[config.mk]
export PLATFORM = sky130hd
export DESIGN_NAME = i2c_master_transaction_engine
export DESIGN_NICKNAME = d
export VERILOG_FILES = /design/src/rtl/core/i2cm_pkg.sv /design/src/rtl/core/i2cm_item_fifo.sv /design/src/rtl/core/i2cm_sequencer.sv /design/src/rtl/core/i2c_master_transaction_engine.sv
export VERILOG_INCLUDE_DIRS = /design/src /design/src/rtl/core
export SDC_FILE = /design/constraint.sdc
export NUM_CORES = 1
export LEC_CHECK = 0
export BUFFER_PORTS_ARGS = -buffer_cell sky130_fd_sc_hd__clkbuf_2
export CAP_MARGIN = 20
export CORE_AREA = 2 2 180 182
export CTS_CLUSTER_DIAMETER = 200
export DETAILED_ROUTE_END_ITERATION = 6
export DIE_AREA = 0 0 182 184
export PLACE_DENSITY = 0.86
export SYNTH_ARGS = -nofsm -noshare
export SYNTH_HDL_FRONTEND = slang
export SYNTH_HIERARCHICAL = 1
export SYNTH_SLANG_ARGS = --single-unit
export TNS_END_PERCENT = 1
[constraint.sdc]
create_clock -name clk_i -period 6.8 [get_ports clk_i]
set_clock_uncertainty 0.15 [all_clocks]
set_input_delay 0.34 -clock clk_i [delete_from_list [all_inputs] [get_ports clk_i]]
set_output_delay 0.34 -clock clk_i [all_outputs]
set_load 0.005 [all_outputs]
[src/rtl/core/i2c_master_transaction_engine_defines.svh]
// Assertion macros shared by the engine modules
`ifndef I2C_MASTER_TRANSACTION_ENGINE_DEFINES_SVH
`define I2C_MASTER_TRANSACTION_ENGINE_DEFINES_SVH

// Implication checked on every clock edge outside reset
`define I2CM_ASSERT_IMP(label, ante, cons) \
  label: assert property (@(posedge clk_i) disable iff (!rst_ni) (ante) |-> (cons)) \
    else $error("i2cm assertion failed");

// Next-cycle implication checked outside reset
`define I2CM_ASSERT_NXT(label, ante, cons) \
  label: assert property (@(posedge clk_i) disable iff (!rst_ni) (ante) |=> (cons)) \
    else $error("i2cm assertion failed");

`endif

[src/rtl/core/i2cm_pkg.sv]
// ----------------------------------------------------------------------------
// i2cm_pkg
// Shared types and constants of the I2C master transaction engine.
// ----------------------------------------------------------------------------
package i2cm_pkg;

  localparam int unsigned MaxBytes = 16;

  typedef enum logic [1:0] {
    ACT_TICK  = 2'd0,
    ACT_LOAD  = 2'd1,
    ACT_START = 2'd2,
    ACT_NONE  = 2'd3
  } action_e;

  localparam logic [1:0] CFG_CLK_WAIT  = 2'd0;
  localparam logic [1:0] CFG_DATA_WAIT = 2'd1;
  localparam logic [1:0] CFG_ATTEMPTS  = 2'd2;
  localparam logic [1:0] CFG_HALF_PER  = 2'd3;

  localparam logic [1:0] ST_OK      = 2'd0;
  localparam logic [1:0] ST_NACK    = 2'd1;
  localparam logic [1:0] ST_TIMEOUT = 2'd2;

  // one queued item
  typedef struct packed {
    action_e    action;
    logic [3:0] load_index;
    logic [7:0] write_byte;
    logic [6:0] device_address;
    logic       read_not_write;
    logic [4:0] byte_count;
    logic       scl_in;
    logic       sda_in;
  } item_t;

  // one result
  typedef struct packed {
    logic       scl_drive;
    logic       scl_level;
    logic       sda_drive;
    logic       sda_level;
    logic [7:0] read_byte;
    logic       read_valid;
    logic       busy_res;
    logic       done_res;
    logic [1:0] status;
    logic [4:0] bytes_done;
  } result_t;

endpackage

[src/rtl/core/i2cm_item_fifo.sv]
// ----------------------------------------------------------------------------
// i2cm_item_fifo
// Front end: accepts input transactions, passes unused actions on as no-op
// items and queues them for the bus sequencer in a two-entry queue.
// ----------------------------------------------------------------------------
module i2cm_item_fifo import i2cm_pkg::*; (
  input  logic  clk_i,
  input  logic  rst_ni,
  input  logic  in_valid_i,
  output logic  in_stall_o,
  input  item_t in_item_i,
  output logic  out_valid_o,
  input  logic  out_pop_i,
  output item_t out_item_o
);
  `include "i2c_master_transaction_engine_defines.svh"

  item_t      mem_q [2];
  logic       wr_ptr_q, rd_ptr_q;
  logic [1:0] cnt_q;
  logic       push, pop;
  item_t      item_c;

  // the unused action code passes through as an explicit no-op item
  always_comb begin
    item_c = in_item_i;
    if (in_item_i.action == ACT_NONE) item_c.action = ACT_NONE;
  end

  assign in_stall_o  = (cnt_q == 2'd2);
  assign push        = in_valid_i && !in_stall_o;
  assign out_valid_o = (cnt_q != 2'd0);
  assign pop         = out_valid_o && out_pop_i;
  assign out_item_o  = mem_q[rd_ptr_q];

  always_ff @(posedge clk_i) begin
    if (push) mem_q[wr_ptr_q] <= item_c;
  end

  always_ff @(posedge clk_i or negedge rst_ni) begin
    if (!rst_ni) begin
      wr_ptr_q <= 1'b0;
      rd_ptr_q <= 1'b0;
      cnt_q    <= 2'd0;
    end else begin
      if (push) wr_ptr_q <= ~wr_ptr_q;
      if (pop)  rd_ptr_q <= ~rd_ptr_q;
      cnt_q <= cnt_q + {1'b0, push} - {1'b0, pop};
    end
  end

  `I2CM_ASSERT_IMP(a_no_over, cnt_q == 2'd2, !push)
  `I2CM_ASSERT_IMP(a_cnt_max, 1'b1, cnt_q != 2'd3)
  `I2CM_ASSERT_NXT(a_cnt_inc, push && !pop, cnt_q == $past(cnt_q) + 2'd1)
endmodule

[src/rtl/core/i2cm_sequencer.sv]
// ----------------------------------------------------------------------------
// i2cm_sequencer
// Back end: runs the bus sequencer for one queued item per cycle while the
// output is not stalled and places the result in an output register.
// ----------------------------------------------------------------------------
module i2cm_sequencer import i2cm_pkg::*; (
  input  logic        clk_i,
  input  logic        rst_ni,
  input  logic        item_valid_i,
  output logic        item_pop_o,
  input  item_t       item_i,
  input  logic [17:0] clk_wait_i,
  input  logic [17:0] data_wait_i,
  input  logic [2:0]  attempts_i,
  input  logic [15:0] half_per_i,
  output logic        res_valid_o,
  input  logic        res_stall_i,
  output result_t     res_o
);
  `include "i2c_master_transaction_engine_defines.svh"

  localparam logic [4:0] PH_IDLE = 5'd0, PH_START_A = 5'd1, PH_START_B = 5'd2,
    PH_TX_WCLK = 5'd3, PH_TX_LOW = 5'd4, PH_TX_WDAT = 5'd5, PH_TX_BLO = 5'd6,
    PH_TX_BHI = 5'd7, PH_ACK_LO = 5'd8, PH_ACK_HI = 5'd9, PH_FIN_WCLK = 5'd10,
    PH_RX_WCLK = 5'd11, PH_RX_BLO = 5'd12, PH_RX_WCLK2 = 5'd13, PH_RX_BHI = 5'd14,
    PH_MACK_A = 5'd15, PH_MACK_B = 5'd16, PH_MACK_C = 5'd17, PH_STOP_A = 5'd18,
    PH_STOP_B = 5'd19, PH_STOP_C = 5'd20, PH_STOP_D = 5'd21;

  logic [7:0]  wbuf_q [MaxBytes];
  logic [4:0]  phase_q, phase_d;
  logic [3:0]  bit_q, bit_d;
  logic [4:0]  idx_q, idx_d;
  logic [7:0]  sh_q, sh_d;
  logic [17:0] wait_q, wait_d;
  logic [15:0] dly_q, dly_d;
  logic [2:0]  att_q, att_d;
  logic        aack_q, aack_d, astg_q, astg_d;
  logic [6:0]  addr_q, addr_d;
  logic        dir_q, dir_d;
  logic [4:0]  cnt_q, cnt_d;
  logic [1:0]  st_q, st_d;
  logic        lsd_q, lsl_q;
  logic        res_valid_q;
  result_t     res_q, res_c;
  logic        adv, dd, lvl;
  logic [15:0] dly_inc, hp;
  logic [17:0] wlim, wait_inc;
  logic [7:0]  wbyte;
  logic        valid_c, done_c;

  assign adv         = item_valid_i && (!res_valid_q || !res_stall_i);
  assign item_pop_o  = adv;
  assign res_valid_o = res_valid_q;
  assign res_o       = res_q;
  assign hp          = (half_per_i == 16'd0) ? 16'd1 : half_per_i;
  assign dly_inc     = dly_q + 16'd1;
  assign wait_inc    = wait_q + 18'd1;
  assign wbyte       = wbuf_q[idx_q[3:0]];

  // write buffer
  always_ff @(posedge clk_i) begin
    if (adv && item_i.action == ACT_LOAD) wbuf_q[item_i.load_index] <= item_i.write_byte;
  end

  // next state
  always_comb begin
    phase_d = phase_q; bit_d = bit_q; idx_d = idx_q; sh_d = sh_q;
    wait_d = wait_q; dly_d = dly_q; att_d = att_q; aack_d = aack_q;
    astg_d = astg_q; addr_d = addr_q; dir_d = dir_q; cnt_d = cnt_q;
    st_d = st_q; valid_c = 1'b0; done_c = 1'b0;
    dd = 1'b0; lvl = 1'b0; wlim = 18'd1;

    unique case (item_i.action)
      ACT_START: begin
        if (phase_q == PH_IDLE) begin
          addr_d = item_i.device_address;
          dir_d  = item_i.read_not_write;
          cnt_d  = (item_i.byte_count > 5'(MaxBytes)) ? 5'(MaxBytes) : item_i.byte_count;
          att_d = 3'd0; aack_d = 1'b0; idx_d = 5'd0; st_d = ST_OK;
          phase_d = PH_START_A; dly_d = 16'd0; wait_d = 18'd0;
        end
      end
      ACT_TICK: begin
        // half-period delay step
        if (dly_inc >= hp) begin
          dd = 1'b1; dly_d = 16'd0;
        end else begin
          dly_d = dly_inc;
        end
        unique case (phase_q)
          PH_TX_WCLK, PH_FIN_WCLK, PH_RX_WCLK, PH_RX_WCLK2: begin
            lvl = item_i.scl_in; wlim = clk_wait_i;
          end
          PH_TX_WDAT: begin
            lvl = item_i.sda_in; wlim = data_wait_i;
          end
          default: ;
        endcase
        if (wlim == 18'd0) wlim = 18'd1;

        unique case (phase_q)
          PH_TX_WCLK, PH_FIN_WCLK, PH_RX_WCLK, PH_RX_WCLK2, PH_TX_WDAT: begin
            if (lvl) begin
              dly_d = 16'd0; wait_d = 18'd0;
              unique case (phase_q)
                PH_TX_WCLK:  phase_d = PH_TX_LOW;
                PH_TX_WDAT:  phase_d = PH_TX_BLO;
                PH_FIN_WCLK: phase_d = PH_STOP_A;
                PH_RX_WCLK:  phase_d = PH_RX_BLO;
                default:     phase_d = PH_RX_BHI;
              endcase
            end else if (dd) begin
              wait_d = wait_inc;
              if (wait_inc >= wlim) begin
                st_d = ST_TIMEOUT; phase_d = PH_STOP_A; wait_d = 18'd0;
              end
            end
          end
          PH_START_A: if (dd) begin phase_d = PH_START_B; wait_d = 18'd0; end
          PH_START_B: if (dd) begin
            sh_d = {addr_q, dir_q}; bit_d = 4'd0; astg_d = 1'b1;
            phase_d = PH_TX_WCLK; wait_d = 18'd0;
          end
          PH_TX_LOW:  if (dd) begin phase_d = PH_TX_WDAT; wait_d = 18'd0; end
          PH_TX_BLO:  if (dd) begin phase_d = PH_TX_BHI; wait_d = 18'd0; end
          PH_TX_BHI: if (dd) begin
            bit_d = bit_q + 4'd1; wait_d = 18'd0;
            phase_d = (bit_q + 4'd1 >= 4'd8) ? PH_ACK_LO : PH_TX_BLO;
          end
          PH_ACK_LO: if (dd) begin phase_d = PH_ACK_HI; wait_d = 18'd0; end
          PH_ACK_HI: if (dd) begin
            wait_d = 18'd0;
            if (item_i.sda_in) begin
              st_d = ST_NACK; phase_d = PH_STOP_A;
            end else if (astg_q && dir_q) begin
              aack_d = 1'b1;
              if (idx_q < cnt_q) begin
                bit_d = 4'd0; sh_d = 8'd0; phase_d = PH_RX_WCLK;
              end else begin
                phase_d = PH_STOP_A;
              end
            end else begin
              if (astg_q) aack_d = 1'b1;
              else        idx_d  = idx_q + 5'd1;
              // next write byte or final clock wait
              if (astg_q ? (idx_q < cnt_q) : (idx_q + 5'd1 < cnt_q)) begin
                sh_d = astg_q ? wbyte : wbuf_q[4'(idx_q + 5'd1)];
                bit_d = 4'd0; astg_d = 1'b0; phase_d = PH_TX_WCLK;
              end else begin
                phase_d = PH_FIN_WCLK;
              end
            end
          end
          PH_RX_BLO: if (dd) begin
            phase_d = (bit_q == 4'd0) ? PH_RX_WCLK2 : PH_RX_BHI; wait_d = 18'd0;
          end
          PH_RX_BHI: if (dd) begin
            sh_d = {sh_q[6:0], item_i.sda_in}; bit_d = bit_q + 4'd1; wait_d = 18'd0;
            if (bit_q + 4'd1 >= 4'd8) begin
              valid_c = 1'b1; idx_d = idx_q + 5'd1; phase_d = PH_MACK_A;
            end else begin
              phase_d = PH_RX_BLO;
            end
          end
          PH_MACK_A: if (dd) begin phase_d = PH_MACK_B; wait_d = 18'd0; end
          PH_MACK_B: if (dd) begin phase_d = PH_MACK_C; wait_d = 18'd0; end
          PH_MACK_C: if (dd) begin
            wait_d = 18'd0;
            if (idx_q < cnt_q) begin
              bit_d = 4'd0; sh_d = 8'd0; phase_d = PH_RX_WCLK;
            end else begin
              phase_d = PH_STOP_A;
            end
          end
          PH_STOP_A: if (dd) begin phase_d = PH_STOP_B; wait_d = 18'd0; end
          PH_STOP_B: if (dd) begin phase_d = PH_STOP_C; wait_d = 18'd0; end
          PH_STOP_C: if (dd) begin phase_d = PH_STOP_D; wait_d = 18'd0; end
          PH_STOP_D: if (dd) begin
            wait_d = 18'd0;
            if (st_q != ST_OK && aack_q && ({1'b0, att_q} + 4'd1 < {1'b0, attempts_i})) begin
              att_d = att_q + 3'd1; idx_d = 5'd0; st_d = ST_OK; phase_d = PH_START_A;
            end else begin
              done_c = 1'b1; phase_d = PH_IDLE;
            end
          end
          default: begin
            phase_d = PH_IDLE; dly_d = 16'd0; wait_d = 18'd0;
          end
        endcase
      end
      default: ;
    endcase
  end

  // pin outputs from the new phase
  always_comb begin
    res_c = '0;
    unique case (phase_d)
      PH_START_A: begin
        res_c.scl_drive = 1'b1; res_c.scl_level = 1'b1;
        res_c.sda_drive = 1'b1; res_c.sda_level = 1'b1;
      end
      PH_START_B: begin
        res_c.scl_drive = 1'b1; res_c.scl_level = 1'b1; res_c.sda_drive = 1'b1;
      end
      PH_TX_WCLK, PH_FIN_WCLK, PH_RX_WCLK: res_c.sda_drive = 1'b1;
      PH_TX_LOW: begin res_c.scl_drive = 1'b1; res_c.sda_drive = 1'b1; end
      PH_TX_WDAT: res_c.scl_drive = 1'b1;
      PH_TX_BLO, PH_TX_BHI: begin
        res_c.scl_drive = 1'b1; res_c.scl_level = (phase_d == PH_TX_BHI);
        res_c.sda_drive = 1'b1; res_c.sda_level = sh_d[3'd7 - bit_d[2:0]];
      end
      PH_ACK_LO, PH_RX_BLO: res_c.scl_drive = 1'b1;
      PH_ACK_HI, PH_RX_BHI: begin res_c.scl_drive = 1'b1; res_c.scl_level = 1'b1; end
      PH_MACK_A: begin res_c.scl_drive = 1'b1; res_c.sda_drive = 1'b1; end
      PH_MACK_B, PH_MACK_C: begin
        res_c.scl_drive = 1'b1; res_c.scl_level = (phase_d == PH_MACK_C);
        res_c.sda_drive = 1'b1; res_c.sda_level = (idx_d >= cnt_d);
      end
      PH_STOP_A: begin
        res_c.scl_drive = 1'b1; res_c.sda_drive = lsd_q; res_c.sda_level = lsl_q;
      end
      PH_STOP_B: begin res_c.scl_drive = 1'b1; res_c.sda_drive = 1'b1; end
      PH_STOP_C: begin
        res_c.scl_drive = 1'b1; res_c.scl_level = 1'b1; res_c.sda_drive = 1'b1;
      end
      PH_STOP_D: begin
        res_c.scl_drive = 1'b1; res_c.scl_level = 1'b1;
        res_c.sda_drive = 1'b1; res_c.sda_level = 1'b1;
      end
      default: ;
    endcase
    res_c.read_byte  = valid_c ? sh_d : 8'd0;
    res_c.read_valid = valid_c;
    res_c.busy_res   = (phase_d != PH_IDLE);
    res_c.done_res   = done_c;
    res_c.status     = st_d;
    res_c.bytes_done = idx_d;
  end

  // result register
  always_ff @(posedge clk_i) begin
    if (adv) res_q <= res_c;
  end

  always_ff @(posedge clk_i or negedge rst_ni) begin
    if (!rst_ni) begin
      phase_q <= PH_IDLE; bit_q <= '0; idx_q <= '0; sh_q <= '0; wait_q <= '0;
      dly_q <= '0; att_q <= '0; aack_q <= 1'b0; astg_q <= 1'b0; addr_q <= '0;
      dir_q <= 1'b0; cnt_q <= '0; st_q <= ST_OK; lsd_q <= 1'b0; lsl_q <= 1'b0;
      res_valid_q <= 1'b0;
    end else begin
      if (adv) begin
        phase_q <= phase_d; bit_q <= bit_d; idx_q <= idx_d; sh_q <= sh_d;
        wait_q <= wait_d; dly_q <= dly_d; att_q <= att_d; aack_q <= aack_d;
        astg_q <= astg_d; addr_q <= addr_d; dir_q <= dir_d; cnt_q <= cnt_d;
        st_q <= st_d; lsd_q <= res_c.sda_drive; lsl_q <= res_c.sda_level;
        res_valid_q <= 1'b1;
      end else if (!res_stall_i) begin
        res_valid_q <= 1'b0;
      end
    end
  end

  `I2CM_ASSERT_IMP(a_cnt_sat, 1'b1, cnt_q <= 5'(MaxBytes))
  `I2CM_ASSERT_IMP(a_idx_le, phase_q != PH_IDLE, idx_q <= cnt_q)
  `I2CM_ASSERT_NXT(a_hold, res_valid_q && res_stall_i, res_valid_q && $stable(res_q))
endmodule

[src/rtl/core/i2c_master_transaction_engine.sv]
// ----------------------------------------------------------------------------
// i2c_master_transaction_engine
// I2C master running complete 7-bit address write or read transactions.
// ----------------------------------------------------------------------------
// Usage: the input channel (in_valid_i / in_stall_o) carries one item per
// transaction: a tick with sampled scl_in_i / sda_in_i, a write buffer load,
// or a transaction start. Each accepted item gives exactly one result on the
// output channel (out_valid_o / out_stall_i) with pin controls, read data
// and status. Configuration is written on cfg_valid_i / cfg_ready_o with
// cfg_index_i selecting clock wait, data wait, attempt limit or half period.
// Path: an accepted item is written into the queue, and the sequencer then
// places its result in the output register; an output stall holds it back.
// Throughput: one item per cycle while the output is not stalled.
// A two-entry queue sits in front, so the input is stalled only when the
// queue fills while the output is stalled.
// Reset clears the sequencer to idle and the registers to their defaults;
// the write buffer is undefined until loaded. While out_stall_i is high the
// result holds and the queue absorbs up to two further items.
// ----------------------------------------------------------------------------
module i2c_master_transaction_engine import i2cm_pkg::*; (
  input  logic        clk_i,
  input  logic        rst_ni,
  input  logic        in_valid_i,
  output logic        in_stall_o,
  input  logic [1:0]  action_i,
  input  logic [3:0]  load_index_i,
  input  logic [7:0]  write_byte_i,
  input  logic [6:0]  device_address_i,
  input  logic        read_not_write_i,
  input  logic [4:0]  byte_count_i,
  input  logic        scl_in_i,
  input  logic        sda_in_i,
  output logic        out_valid_o,
  input  logic        out_stall_i,
  output logic        scl_drive_o,
  output logic        scl_level_o,
  output logic        sda_drive_o,
  output logic        sda_level_o,
  output logic [7:0]  read_byte_o,
  output logic        read_valid_o,
  output logic        busy_res_o,
  output logic        done_res_o,
  output logic [1:0]  status_o,
  output logic [4:0]  bytes_done_o,
  input  logic        cfg_valid_i,
  output logic        cfg_ready_o,
  input  logic [1:0]  cfg_index_i,
  input  logic [17:0] cfg_data_i
);
  logic [17:0] clk_wait_q, data_wait_q;
  logic [2:0]  attempts_q;
  logic [15:0] half_per_q;
  item_t       in_item, q_item;
  logic        q_valid, q_pop;
  result_t     res;

  assign cfg_ready_o = 1'b1;

  // configuration registers
  always_ff @(posedge clk_i or negedge rst_ni) begin
    if (!rst_ni) begin
      clk_wait_q  <= 18'd200000;
      data_wait_q <= 18'd100000;
      attempts_q  <= 3'd3;
      half_per_q  <= 16'd1;
    end else if (cfg_valid_i) begin
      unique case (cfg_index_i)
        CFG_CLK_WAIT:  clk_wait_q  <= cfg_data_i;
        CFG_DATA_WAIT: data_wait_q <= cfg_data_i;
        CFG_ATTEMPTS:  attempts_q  <= cfg_data_i[2:0];
        CFG_HALF_PER:  half_per_q  <= cfg_data_i[15:0];
        default: ;
      endcase
    end
  end

  always_comb begin
    in_item.action         = action_e'(action_i);
    in_item.load_index     = load_index_i;
    in_item.write_byte     = write_byte_i;
    in_item.device_address = device_address_i;
    in_item.read_not_write = read_not_write_i;
    in_item.byte_count     = byte_count_i;
    in_item.scl_in         = scl_in_i;
    in_item.sda_in         = sda_in_i;
  end

  i2cm_item_fifo u_fifo (
    .clk_i, .rst_ni,
    .in_valid_i, .in_stall_o, .in_item_i(in_item),
    .out_valid_o(q_valid), .out_pop_i(q_pop), .out_item_o(q_item)
  );

  i2cm_sequencer u_seq (
    .clk_i, .rst_ni,
    .item_valid_i(q_valid), .item_pop_o(q_pop), .item_i(q_item),
    .clk_wait_i(clk_wait_q), .data_wait_i(data_wait_q),
    .attempts_i(attempts_q), .half_per_i(half_per_q),
    .res_valid_o(out_valid_o), .res_stall_i(out_stall_i), .res_o(res)
  );

  assign scl_drive_o  = res.scl_drive;
  assign scl_level_o  = res.scl_level;
  assign sda_drive_o  = res.sda_drive;
  assign sda_level_o  = res.sda_level;
  assign read_byte_o  = res.read_byte;
  assign read_valid_o = res.read_valid;
  assign busy_res_o   = res.busy_res;
  assign done_res_o   = res.done_res;
  assign status_o     = res.status;
  assign bytes_done_o = res.bytes_done;
endmodule
==> metrics.txt, run 1 <==
outcome completed; library cell used as clock root buffer clkbuf_16; Ys Warns 6; Post-synth top flop edfxtp_1; count of port buffers added during placement 77; part of the cycle the worst path needs 0.888; count of final max-slew check failures 0; via density per instance 6.79; internal power 4.52 mW; Post-Route WL 50.0 mm; net switching component of the power 2.13 mW; logic gate share of total power 0.252; clock latency of the later-clocked register in the worst-skew pair 0.55 ns; antenna violations before repair 0; CTS H-Tree Depth 2; GR Layer Usage met2 0.531; flops & latches, synth 346; number of flops mapped to enable cells by yosys 208; total nets after synthesis 1,625; total of endpoints with negative setup slack in the final report 0; Vias 13,904; final setup slack of the worst path 0.764 ns; first-pass iteration count of the detailed router 6; final core utilization 0.670; horizontal die dimension 182 um; Die Ht 184 um; required time at the worst-slack endpoint 7.11 ns; share of flip-flops with an asynchronous set or reset after synthesis 0.399; share of total power in sequential cells 0.432; Post-Syn Instances 1,513; DP Worst Slack 0.897 ns; cell row count 65; flop2flop setup slack 0.76 ns; Worst IR Drop VDD 0.000357 V; DRT iter0 DRCs 1,842; initial cell density of the core 0.593; total power divided by cell area 316 nW/um^2; met1 track utilization from global routing 0.367; global placer's final weighted congestion 0.980; arrival time of data at the critical path endpoint 6.34 ns; number of inserted filler cells in the final layout 2,118; arithmetic-cell share of the synthesized area counting full adders, half adders and majority gates 0.0390; WL per Instance 24.4 um; CTS buffer count 37; register clock-pin slew on the reported worst setup and hold paths 0.06 ns; Placed Cells 1,931; net count reported at finish 1,730; simple-gate portion of the synthesized area 0.116; Least-Margin Pin Slew 1.08 ns; switching share of power 0.321; total power after layout 6.65 mW; global-route usage over all layers 0.303; mux cell area share after synthesis 0.146; Global Route met3 Usage 0.0438; sink count of the clock tree 346; sum of overflow across all layers after global routing 0; category of the most critical setup path flip-flop to flip-flop; number of global-route vias before repair 14,116; Boundary Pins 79; Area Overhead vs Synth 13.0%; kind of end point of the critical path flip-flop; number of endpoints with negative hold slack in the final report 0; global-route wire length before repair 78.8 mm; area of the die 33,500 um^2; cell depth of the worst min-delay path 2; number of distinct library cell variants in the gate-level netlist after synthesis 97; top achievable clock speed 166 MHz; largest family of logic cells by synthesized area multiplexers; number of antenna diodes 0; fraction of the yosys area taken by sequential cells 0.522; highest-count cells in the layout ignoring fill and taps edfxtp_1 (208), dfrtp_1 (121), nand2_1 (113), mux2_2 (109), o21ai_0 (85); post-route DRC violation count 0; total negative slack 0 ns; HPWL reported at the end of detailed placement 32.8 mm; total leakage power 7.97 nW; number of buffers added for setup after CTS 0; ratio of cells with drive above 1 in the final layout 0.231; total of max-cap violations 0; relative slew slack 0.275; maximum buffer depth of the clock tree 3; Avg Synthesized Cell Area 12.3 um^2; final std cells w/o fill 2,049; most crowded layer after global routing met2; total core area 31,400 um^2; post-layout minimum cycle time 6.04 ns; unrepaired setup endpoints after global routing no; remaining antenna violation count 0; count of cells along the worst register-to-register path 21; worst min-delay path category input port to flip-flop; nature of the critical path startpoint flip-flop; share of power burned in the clock network 0.316; crit path max fanout 22; most common cell after layout, fill and taps aside edfxtp_1; maximum number of pins on one net before global-route repair 79; post-cts sizing count 0; cell area after synthesis 18,600 um^2; TritonCTS clock tree yes; synthesized-area fraction occupied by xor and xnor cells 0.0212; area fraction in compound gates after synthesis 0.121
power groups by stage:
stage | registers [mW] | clock network [mW] | logic [mW]
2_1_floorplan | 2.81 | 0 | 1.13
3_3_place_gp | 2.89 | 0 | 1.55
3_5_place_dp | 2.90 | 0 | 1.60
4_1_cts | 2.86 | 2.11 | 1.64
5_1_grt | 2.90 | 2.20 | 1.82
6_report | 2.88 | 2.10 | 1.67
kinds of logic (layout without fill, tap and decap cells):
family | count (synthesis) | in the layout
AOI/OAI and AO/OA | 330 | 330
xor gates and xnor gates | 43 | 43
adders and majority gates | 58 | 58
buffers and inverters | 133 | 267
DFF | 346 | 346
muxes | 189 | 189
other | 1 | 1
and+or+nand+nor | 413 | 413
layer usage:
layer | vias up | wire length [um]
li1 | 6000 | -
met1 | 6802 | 18100
met2 | 860 | 25000
met3 | 242 | 3890
met4 | 0 | 3030
met5 | - | 0
stage by stage:
step                      instance area, um^2  hold slack (ns)
after detailed placement                19200            0.207
after CTS                               21000           0.0111
after global routing                    21000         0.000451
after global placement                  19200            0.199
final                                   21000          0.00117
after floorplan                         18600           -0.106
synth_stat cells, types with 11 or more instances:
cell | number | share of area
mux4_2 | 55 | 0.067
a22o_1 | 19 | 0.0089
nand4_1 | 17 | 0.0057
ha_1 | 58 | 0.039
xnor2_1 | 23 | 0.011
nor2b_1 | 19 | 0.0064
xor2_1 | 19 | 0.0089
a211oi_1 | 17 | 0.0069
nand3_1 | 30 | 0.0081
a21oi_1 | 47 | 0.013
inv_1 | 46 | 0.0093
o21ai_0 | 86 | 0.023
nor2_1 | 76 | 0.015
mux2i_1 | 24 | 0.013
nand2_1 | 113 | 0.023
mux2_2 | 109 | 0.066
o31ai_1 | 11 | 0.0044
buf_2 | 26 | 0.0070
and3_1 | 15 | 0.0050
nor3_1 | 29 | 0.0078
dfrtp_1 | 123 | 0.17
a22oi_1 | 34 | 0.014
edfxtp_1 | 208 | 0.34
buf_4 | 16 | 0.0065
dfstp_2 | 15 | 0.021
nand2b_1 | 40 | 0.013
clkbuf_1 | 33 | 0.0067
critical path, cell delays in order, from the launching register on:
cell and delay, ns:
dfrtp_1 0.46, buf_4 0.24, and2_1 0.21, and3_1 0.47, a22oi_1 0.43, nand4_1 0.13
or3_1 0.34, or3_1 0.31, o211ai_1 0.10, ha_1 0.25, nand2b_1 0.14, a211oi_1 0.24
nor3_1 0.07, o31ai_1 0.55, and3_1 0.45, o21ai_1 0.15, o22ai_1 0.22, buf_4 0.25
nand2_1 0.11, a2111oi_0 0.41, o211ai_1 0.15, nand3_1 0.11
flip-flops by register name (all words and copies together) (netlist names), 2 cells and up:
| name | count |
|---|---|
| u_seq/sh_q | 8 |
| u_fifo/cnt_q | 2 |
| u_fifo/mem_q | 58 |
| u_seq/wait_q | 18 |
| u_seq/addr_q | 7 |
| u_seq/phase_q | 5 |
| u_seq/cnt_q | 5 |
| clk_wait_q | 18 |
| half_per_q | 16 |
| u_seq/wbuf_q | 128 |
| u_seq/att_q | 3 |
| u_seq/res_o | 22 |
| u_seq/idx_q | 5 |
| u_seq/st_q | 2 |
| u_seq/bit_q | 4 |
| data_wait_q | 18 |
| attempts_q | 3 |
| u_seq/dly_q | 16 |
what timing repair did:
action / in CTS / in global routing
hold endpoints to repair: 162 / 0
endpoints found under the setup margin: 0 / 0
hold buffers: 49 / 0
cell type report:
cell class | count | area (um^2) | area share
timing repair buffer | 152 | 1100 | 0.0522
clock buffer | 53 | 1090 | 0.0518
multi-input combinational | 1034 | 8270 | 0.393
clock inverter | 15 | 181 | 0.00862
tap | 402 | 503 | 0.0239
inverter | 47 | 176 | 0.00839
sequential | 346 | 9720 | 0.462
worst paths after layout:
| kind | from | end |
|---|---|---|
| worst min-delay path | cfg_data_i[2] | clk_wait_q[2] |
| worst min register to register | u_seq/lsl_q | u_seq/lsl_q |
| max in group asynchronous | rst_ni | attempts_q[0] |
| worst max register to register | u_seq/phase_q[2] | u_seq/lsl_q |
| min in group asynchronous | rst_ni | clk_wait_q[13] |
| worst max-delay path | u_seq/phase_q[2] | u_seq/lsl_q |
(Power assumes the default switching activity.)
==> run 2: changes to the inputs <==
--- a/config.mk
+++ b/config.mk
@@ -8,11 +8,13 @@
 export LEC_CHECK = 0
 export BUFFER_PORTS_ARGS = -buffer_cell sky130_fd_sc_hd__clkbuf_2
 export CAP_MARGIN = 20
-export CORE_AREA = 2 2 180 182
+export CELL_PAD_IN_SITES_DETAIL_PLACEMENT = 0
+export CELL_PAD_IN_SITES_GLOBAL_PLACEMENT = 1
+export CORE_AREA = 2 2 234 236
 export CTS_CLUSTER_DIAMETER = 200
 export DETAILED_ROUTE_END_ITERATION = 6
-export DIE_AREA = 0 0 182 184
-export PLACE_DENSITY = 0.86
+export DIE_AREA = 0 0 236 238
+export PLACE_DENSITY = 0.67
 export SYNTH_ARGS = -nofsm -noshare
 export SYNTH_HDL_FRONTEND = slang
 export SYNTH_HIERARCHICAL = 1
==> run 2 against run 1 <==
Clock power up 2%. Wire length grew 0.23%. First-iteration DRC count shrank 52%. Global-route usage down 12 points. Design area grew 1.9%. Non-clock buffer count rose by 1. Register-to-register slack gained 0.18 ns. Combinational power barely moved. Final cell count up 15%. Sequential cell count is the same. Fmax grew 3.0%.
==> metrics.txt, run 2 (synthesis gave the netlist of run 1 again) <==
final setup slack of the worst path 0.940 ns (+0.176 ns); cell depth of the worst min-delay path 3 (+1); area of the die 56,200 um^2 (+68%); library cell used as clock root buffer clkbuf_16; total of max-cap violations 0 (unchanged); worst min-delay path category input port to flip-flop; DP Worst Slack 0.996 ns (+0.0996 ns); Met3 Wirelength 2.45 mm (-37%); post-cts sizing count 0 (unchanged); highest-count cells in the layout ignoring fill and taps edfxtp_1 (208), dfrtp_1 (121), nand2_1 (113), mux2_2 (109), o21ai_0 (85); kind of end point of the critical path flip-flop; via density per instance 5.51 (-19%); total negative slack 0 ns (unchanged); register clock-pin slew on the reported worst setup and hold paths 0.06 ns (about the same); count of cells along the worst register-to-register path 23 (+9.5%); maximum buffer depth of the clock tree 3 (unchanged); most common cell after layout, fill and taps aside edfxtp_1; crit path max fanout 20 (-9.1%); unrepaired setup endpoints after global routing no; Hold Path End attempts_q[2]; count of final max-slew check failures 0 (unchanged); number of global-route vias before repair 12,992 (-8.0%); required time at the worst-slack endpoint 7.09 ns (-0.02 ns); remaining antenna violation count 0 (unchanged); initial cell density of the core 0.348 (-0.245); category of the most critical setup path flip-flop to flip-flop; Post-Route WL 50.1 mm (+0.23%); DRT iter0 DRCs 887 (-52%); count of port buffers added during placement 77 (unchanged); flop2flop setup slack 0.94 ns (+0.18 ns); total power after layout 6.68 mW (+0.50%); post-layout minimum cycle time 5.86 ns (-0.176 ns); flip-flop count of the largest register, all copies and words added 128 (unchanged); RR Startpoint u_seq/phase_q[2]; top achievable clock speed 171 MHz (+3.0%); post-route DRC violation count 0 (unchanged); global-route wire length before repair 77.7 mm (-1.4%); Placement Cell Area 19,600 um^2 (+2.1%); largest register by flop count u_seq/wbuf_q; relative slew slack 0.260 (-0.0148); total leakage power 7.98 nW (about the same); DRT met1 WL 21.4 mm (+18%); number of antenna diodes 0 (unchanged); maximum number of pins on one net before global-route repair 86 (+8.9%); clock latency of the later-clocked register in the worst-skew pair 0.58 ns (+0.03 ns); sum of overflow across all layers after global routing 0 (unchanged); critical register-to-register path endpoint u_seq/lsd_q; horizontal die dimension 236 um (+30%); Die Ht 238 um (+29%); start point of the worst hold path cfg_index_i[1]; HPWL reported at the end of detailed placement 35.0 mm (+6.7%); Vias 12,945 (-6.9%); CTS H-Tree Depth 2 (unchanged); Area Overhead vs Synth 15.1%; total power divided by cell area 312 nW/um^2 (-1.4%); total of endpoints with negative setup slack in the final report 0 (unchanged); outcome completed; final std cells w/o fill 2,348 (+15%); finished layout cell area 21,400 um^2 (+1.9%); global placer's final weighted congestion 0.887 (-9.5%); Least-Margin Pin Slew 1.11 ns (+0.0221 ns); final core utilization 0.401 (-0.269); worst hold margin 0.128 ns (+0.126 ns); nature of the critical path startpoint flip-flop; number of endpoints with negative hold slack in the final report 0 (unchanged); TritonCTS clock tree yes; antenna violations before repair 0 (unchanged); Routed met2 length 24.9 mm (-0.29%); part of the cycle the worst path needs 0.862 (-0.0259); cell row count 85 (+31%); total core area 53,500 um^2 (+70%); first-pass iteration count of the detailed router 5 (-1); top sig layer met4; Crit. Startpoint u_seq/phase_q[2]; arrival time of data at the critical path endpoint 6.15 ns (-0.19 ns); sink count of the clock tree 346 (unchanged); Worst IR Drop VDD 0.000225 V (-37%); WL per Instance 21.4 um (-13%); CTS buffer count 39 (+5.4%); ratio of cells with drive above 1 in the final layout 0.231 (+0.000512); Boundary Pins 79 (unchanged); Placed Cells 2,226 (+15%); global-route usage over all layers 0.180 (-0.124); net count reported at finish 1,733 (+0.17%)
==> run 2: worst max path at each step <==
stage	to	slack, ns	cells after the start
2_1_floorplan	u_seq/res_o[18]	1.53	30
3_3_place_gp	u_seq/lsd_q	1.20	23
3_5_place_dp	u_seq/lsd_q	1.0	23
4_1_cts	u_seq/lsd_q	0.97	20
5_1_grt	u_seq/res_o[18]	0.50	29
6_report	u_seq/lsd_q	0.94	23
==> run 2: report_power, final <==
part	internal (mW)	switching, mW	leakage [nW]	total [mW]
logic	0.609	1.07	3.70	1.68
registers	2.68	0.197	3.66	2.87
clock network	1.25	0.882	0.623	2.14
total	4.54	2.15	7.98	6.68
==> run 2: metal layers <==
layer  vias to the layer above  global-route usage
met1                      6514               0.228
met3                        70              0.0293
met2                       362               0.310
met5                         -                   0
li1                       5999                   -
met4                         0              0.0618
==> run 2: critical path, cell delays in order, from the launching register on <==
cell and delay (ns):
dfrtp_1 0.57, buf_4 0.28, nand3b_1 0.12, nand2_1 0.07
a22oi_1 0.18, nor2_1 0.06, buf_4 0.21, a22oi_1 0.28
nand4_1 0.14, or3_1 0.36, or3_1 0.32, o211ai_1 0.12
ha_1 0.26, nand2b_1 0.14, a211oi_1 0.22, nor3_1 0.08
o31ai_1 0.47, a31oi_1 0.30, o21ai_0 0.26, o211ai_2 0.27
nor2b_1 0.22, a21oi_1 0.17, o221ai_1 0.16, mux2_2 0.29
==> run 2: final cells by class <==
type / instances / area (um^2)
fill: 4981 / 32100
sequential: 346 / 9720
multi-input combinational: 1034 / 8280
timing repair buffer: 153 / 1090
clock buffer: 52 / 1050
tap: 696 / 871
clock inverter: 20 / 241
inverter: 47 / 176
==> run 2: repair_timing <==
item,in CTS,in global routing
hold buffers,50,0
hold endpoints to repair,190,0
buffers inserted,0,0
==> run 3: changes to the inputs <==
--- a/config.mk
+++ b/config.mk
@@ -14,7 +14,7 @@
 export CTS_CLUSTER_DIAMETER = 200
 export DETAILED_ROUTE_END_ITERATION = 6
 export DIE_AREA = 0 0 236 238
-export PLACE_DENSITY = 0.67
+export PLACE_DENSITY = 0.56
 export SYNTH_ARGS = -nofsm -noshare
 export SYNTH_HDL_FRONTEND = slang
 export SYNTH_HIERARCHICAL = 1
==> run 3 against run 2 <==
Power about the same. Sequential cell count unchanged. Final cell count is 0.26% higher. Clock-buffer cell count rose by 6. Sequential power barely moved. Clock power fell by 2%. Critical path depth shrank 4. Wire length is 6.2% higher. Via count is 1.5% lower. Non-clock buffer count is 4 higher. Worst setup slack worse by 0.14 ns. Sequential share of layout area is essentially flat. Largest cell class unchanged.
==> metrics.txt, run 3 (synthesis gave the netlist of run 1 again) <==
Boundary Pins 79 (unchanged); WL per Instance 22.6 um (+5.9%); start point of the worst hold path cfg_data_i[1]; footprint of the multi-input gates 8290 um^2 (about the same); via density per instance 5.42 (-1.7%); flop2flop setup slack 0.80 ns (-0.14 ns); area of the die 56,200 um^2 (unchanged); number of global-route vias before repair 13,022 (+0.23%); global-route usage over all layers 0.190 (+0.0104); maximum number of pins on one net before global-route repair 82 (-4.7%); crit path max fanout 22 (+10%); horizontal die dimension 236 um (unchanged); Worst IR Drop VDD 0.000275 V (+22%); worst hold margin 0.0959 ns (-0.0317 ns); register clock-pin slew on the reported worst setup and hold paths 0.06 ns (about the same); largest register by flop count u_seq/wbuf_q; top achievable clock speed 167 MHz (-2.3%); most common cell after layout, fill and taps aside edfxtp_1; cell row count 85 (unchanged); required time at the worst-slack endpoint 7.09 ns (about the same); post-layout minimum cycle time 6.00 ns (+0.139 ns); number of antenna diodes 0 (unchanged); highest-count cells in the layout ignoring fill and taps edfxtp_1 (208), dfrtp_1 (121), nand2_1 (113), mux2_2 (109), o21ai_0 (85); clock latency of the later-clocked register in the worst-skew pair 0.56 ns (-0.02 ns); library cell used as clock root buffer clkbuf_16; global-route wire length before repair 81.4 mm (+4.8%); remaining antenna violation count 0 (unchanged); category of the most critical setup path flip-flop to flip-flop; post-route DRC violation count 0 (unchanged); Vias 12,751 (-1.5%); finished layout cell area 21,500 um^2 (about the same); GR Layer Usage met2 0.313 (+0.00268); sink count of the clock tree 346 (unchanged); initial cell density of the core 0.348 (unchanged); maximum buffer depth of the clock tree 3 (unchanged); sequential standard cell area 9720 um^2 (unchanged); Global Route met3 Usage 0.0333 (+0.00405); Placed Cells 2,229 (+0.13%); unrepaired setup endpoints after global routing no; Hold Path End half_per_q[1]; RR Startpoint u_seq/phase_q[0]; ratio of cells with drive above 1 in the final layout 0.235 (+0.00339); total leakage power 8.00 nW (+0.30%); outcome completed; nature of the critical path startpoint flip-flop; final std cells w/o fill 2,354 (+0.26%); Post-Route WL 53.2 mm (+6.2%); global placer's final weighted congestion 0.857 (-3.3%); met1 track utilization from global routing 0.259 (+0.0302); HPWL reported at the end of detailed placement 37.9 mm (+8.3%); kind of end point of the critical path flip-flop; cell depth of the worst min-delay path 2 (-1); worst min-delay path category input port to flip-flop; first-pass iteration count of the detailed router 5 (unchanged); relative slew slack 0.304 (+0.0436); DP Worst Slack 0.851 ns (-0.146 ns); total of max-cap violations 0 (unchanged); net count reported at finish 1,740 (+0.40%); Placement Cell Area 19,700 um^2 (+0.18%); total core area 53,500 um^2 (unchanged); final setup slack of the worst path 0.801 ns (-0.139 ns); DRT iter0 DRCs 889 (+0.23%); critical register-to-register path endpoint u_seq/lsd_q; total negative slack 0 ns (unchanged); most crowded layer after global routing met2; Area Overhead vs Synth 15.2% (about the same); number of endpoints with negative hold slack in the final report 0 (unchanged); number of buffers added for setup after CTS 0 (unchanged); total of endpoints with negative setup slack in the final report 0 (unchanged); Least-Margin Pin Slew 1.04 ns (-0.0670 ns); TritonCTS clock tree yes; arrival time of data at the critical path endpoint 6.29 ns (+0.14 ns); sum of overflow across all layers after global routing 0 (unchanged); count of port buffers added during placement 77 (unchanged); number of inserted filler cells in the final layout 5,037 (+1.1%); count of cells along the worst register-to-register path 19 (-17%); Die Ht 238 um (unchanged); antenna violations before repair 1 (+1); part of the cycle the worst path needs 0.882 (+0.0204); CTS H-Tree Depth 2 (unchanged); total power divided by cell area 311 nW/um^2 (-0.16%); count of final max-slew check failures 0 (unchanged); flip-flop count of the largest register, all copies and words added 128 (unchanged); CTS buffer count 42 (+7.7%)
run 3: layout make-up:
class                   count  area share
clock buffers              58      0.0542
repair buffers            157      0.0523
inverters                  47     0.00822
flip-flops and latches    346       0.453
clock inverters            16     0.00507
multi-input cells        1034       0.386
well taps                 696      0.0406
run 3: per-stage QoR:
stage               total power [mW]  utilization
floorplan                       3.94            -
global placement                4.60        0.367
detailed placement              4.61        0.368
CTS                             6.77        0.401
global route                    7.04        0.401
finish                          6.68        0.401
run 3: per-layer routing:
metal / vias to the layer above / part of all wire
met5: - / 0
met4: 0 / 0.023
met3: 63 / 0.040
met2: 243 / 0.47
met1: 6427 / 0.47
li1: 6018 / -
run 3: what timing repair did:
action,in CTS,in global routing
gates resized for setup,0,0
hold endpoints to repair,179,0
hold buffers,49,0
run 3: worst max path at each step:
stage / from / end / cells past startpoint
final: u_seq/phase_q[0] / u_seq/lsd_q / 19
after global routing: u_seq/phase_q[0] / u_seq/lsd_q / 19
after CTS: u_seq/phase_q[0] / u_seq/lsd_q / 19
after detailed placement: u_seq/phase_q[0] / u_seq/lsd_q / 19
after global placement: u_seq/phase_q[0] / u_seq/lsd_q / 19
after floorplan: u_seq/dly_q[0] / u_seq/res_o[18] / 30
run 3: critical path, cell delays in order, from the launching register on:
cell and delay, ns:
dfrtp_1 0.58, and2_1 0.28, and3_1 0.50, a22oi_1 0.42, nand4_1 0.14, or3_1 0.37, or3_1 0.31, o211ai_1 0.10
ha_1 0.25, nand2b_1 0.14, a211oi_1 0.23, nor3_1 0.09, o31ai_1 0.59, a31oi_1 0.31, o21ai_0 0.29, o211ai_2 0.27
nor2b_1 0.24, a21oi_1 0.15, o221ai_1 0.17, mux2_2 0.30
run 3: where the power goes:
part | total [mW] | leakage [nW] | internal (mW) | switching (mW)
Sequential | 2.88 | 3.66 | 2.68 | 0.207
Clock | 2.09 | 0.622 | 1.23 | 0.865
Combinational | 1.70 | 3.72 | 0.613 | 1.09
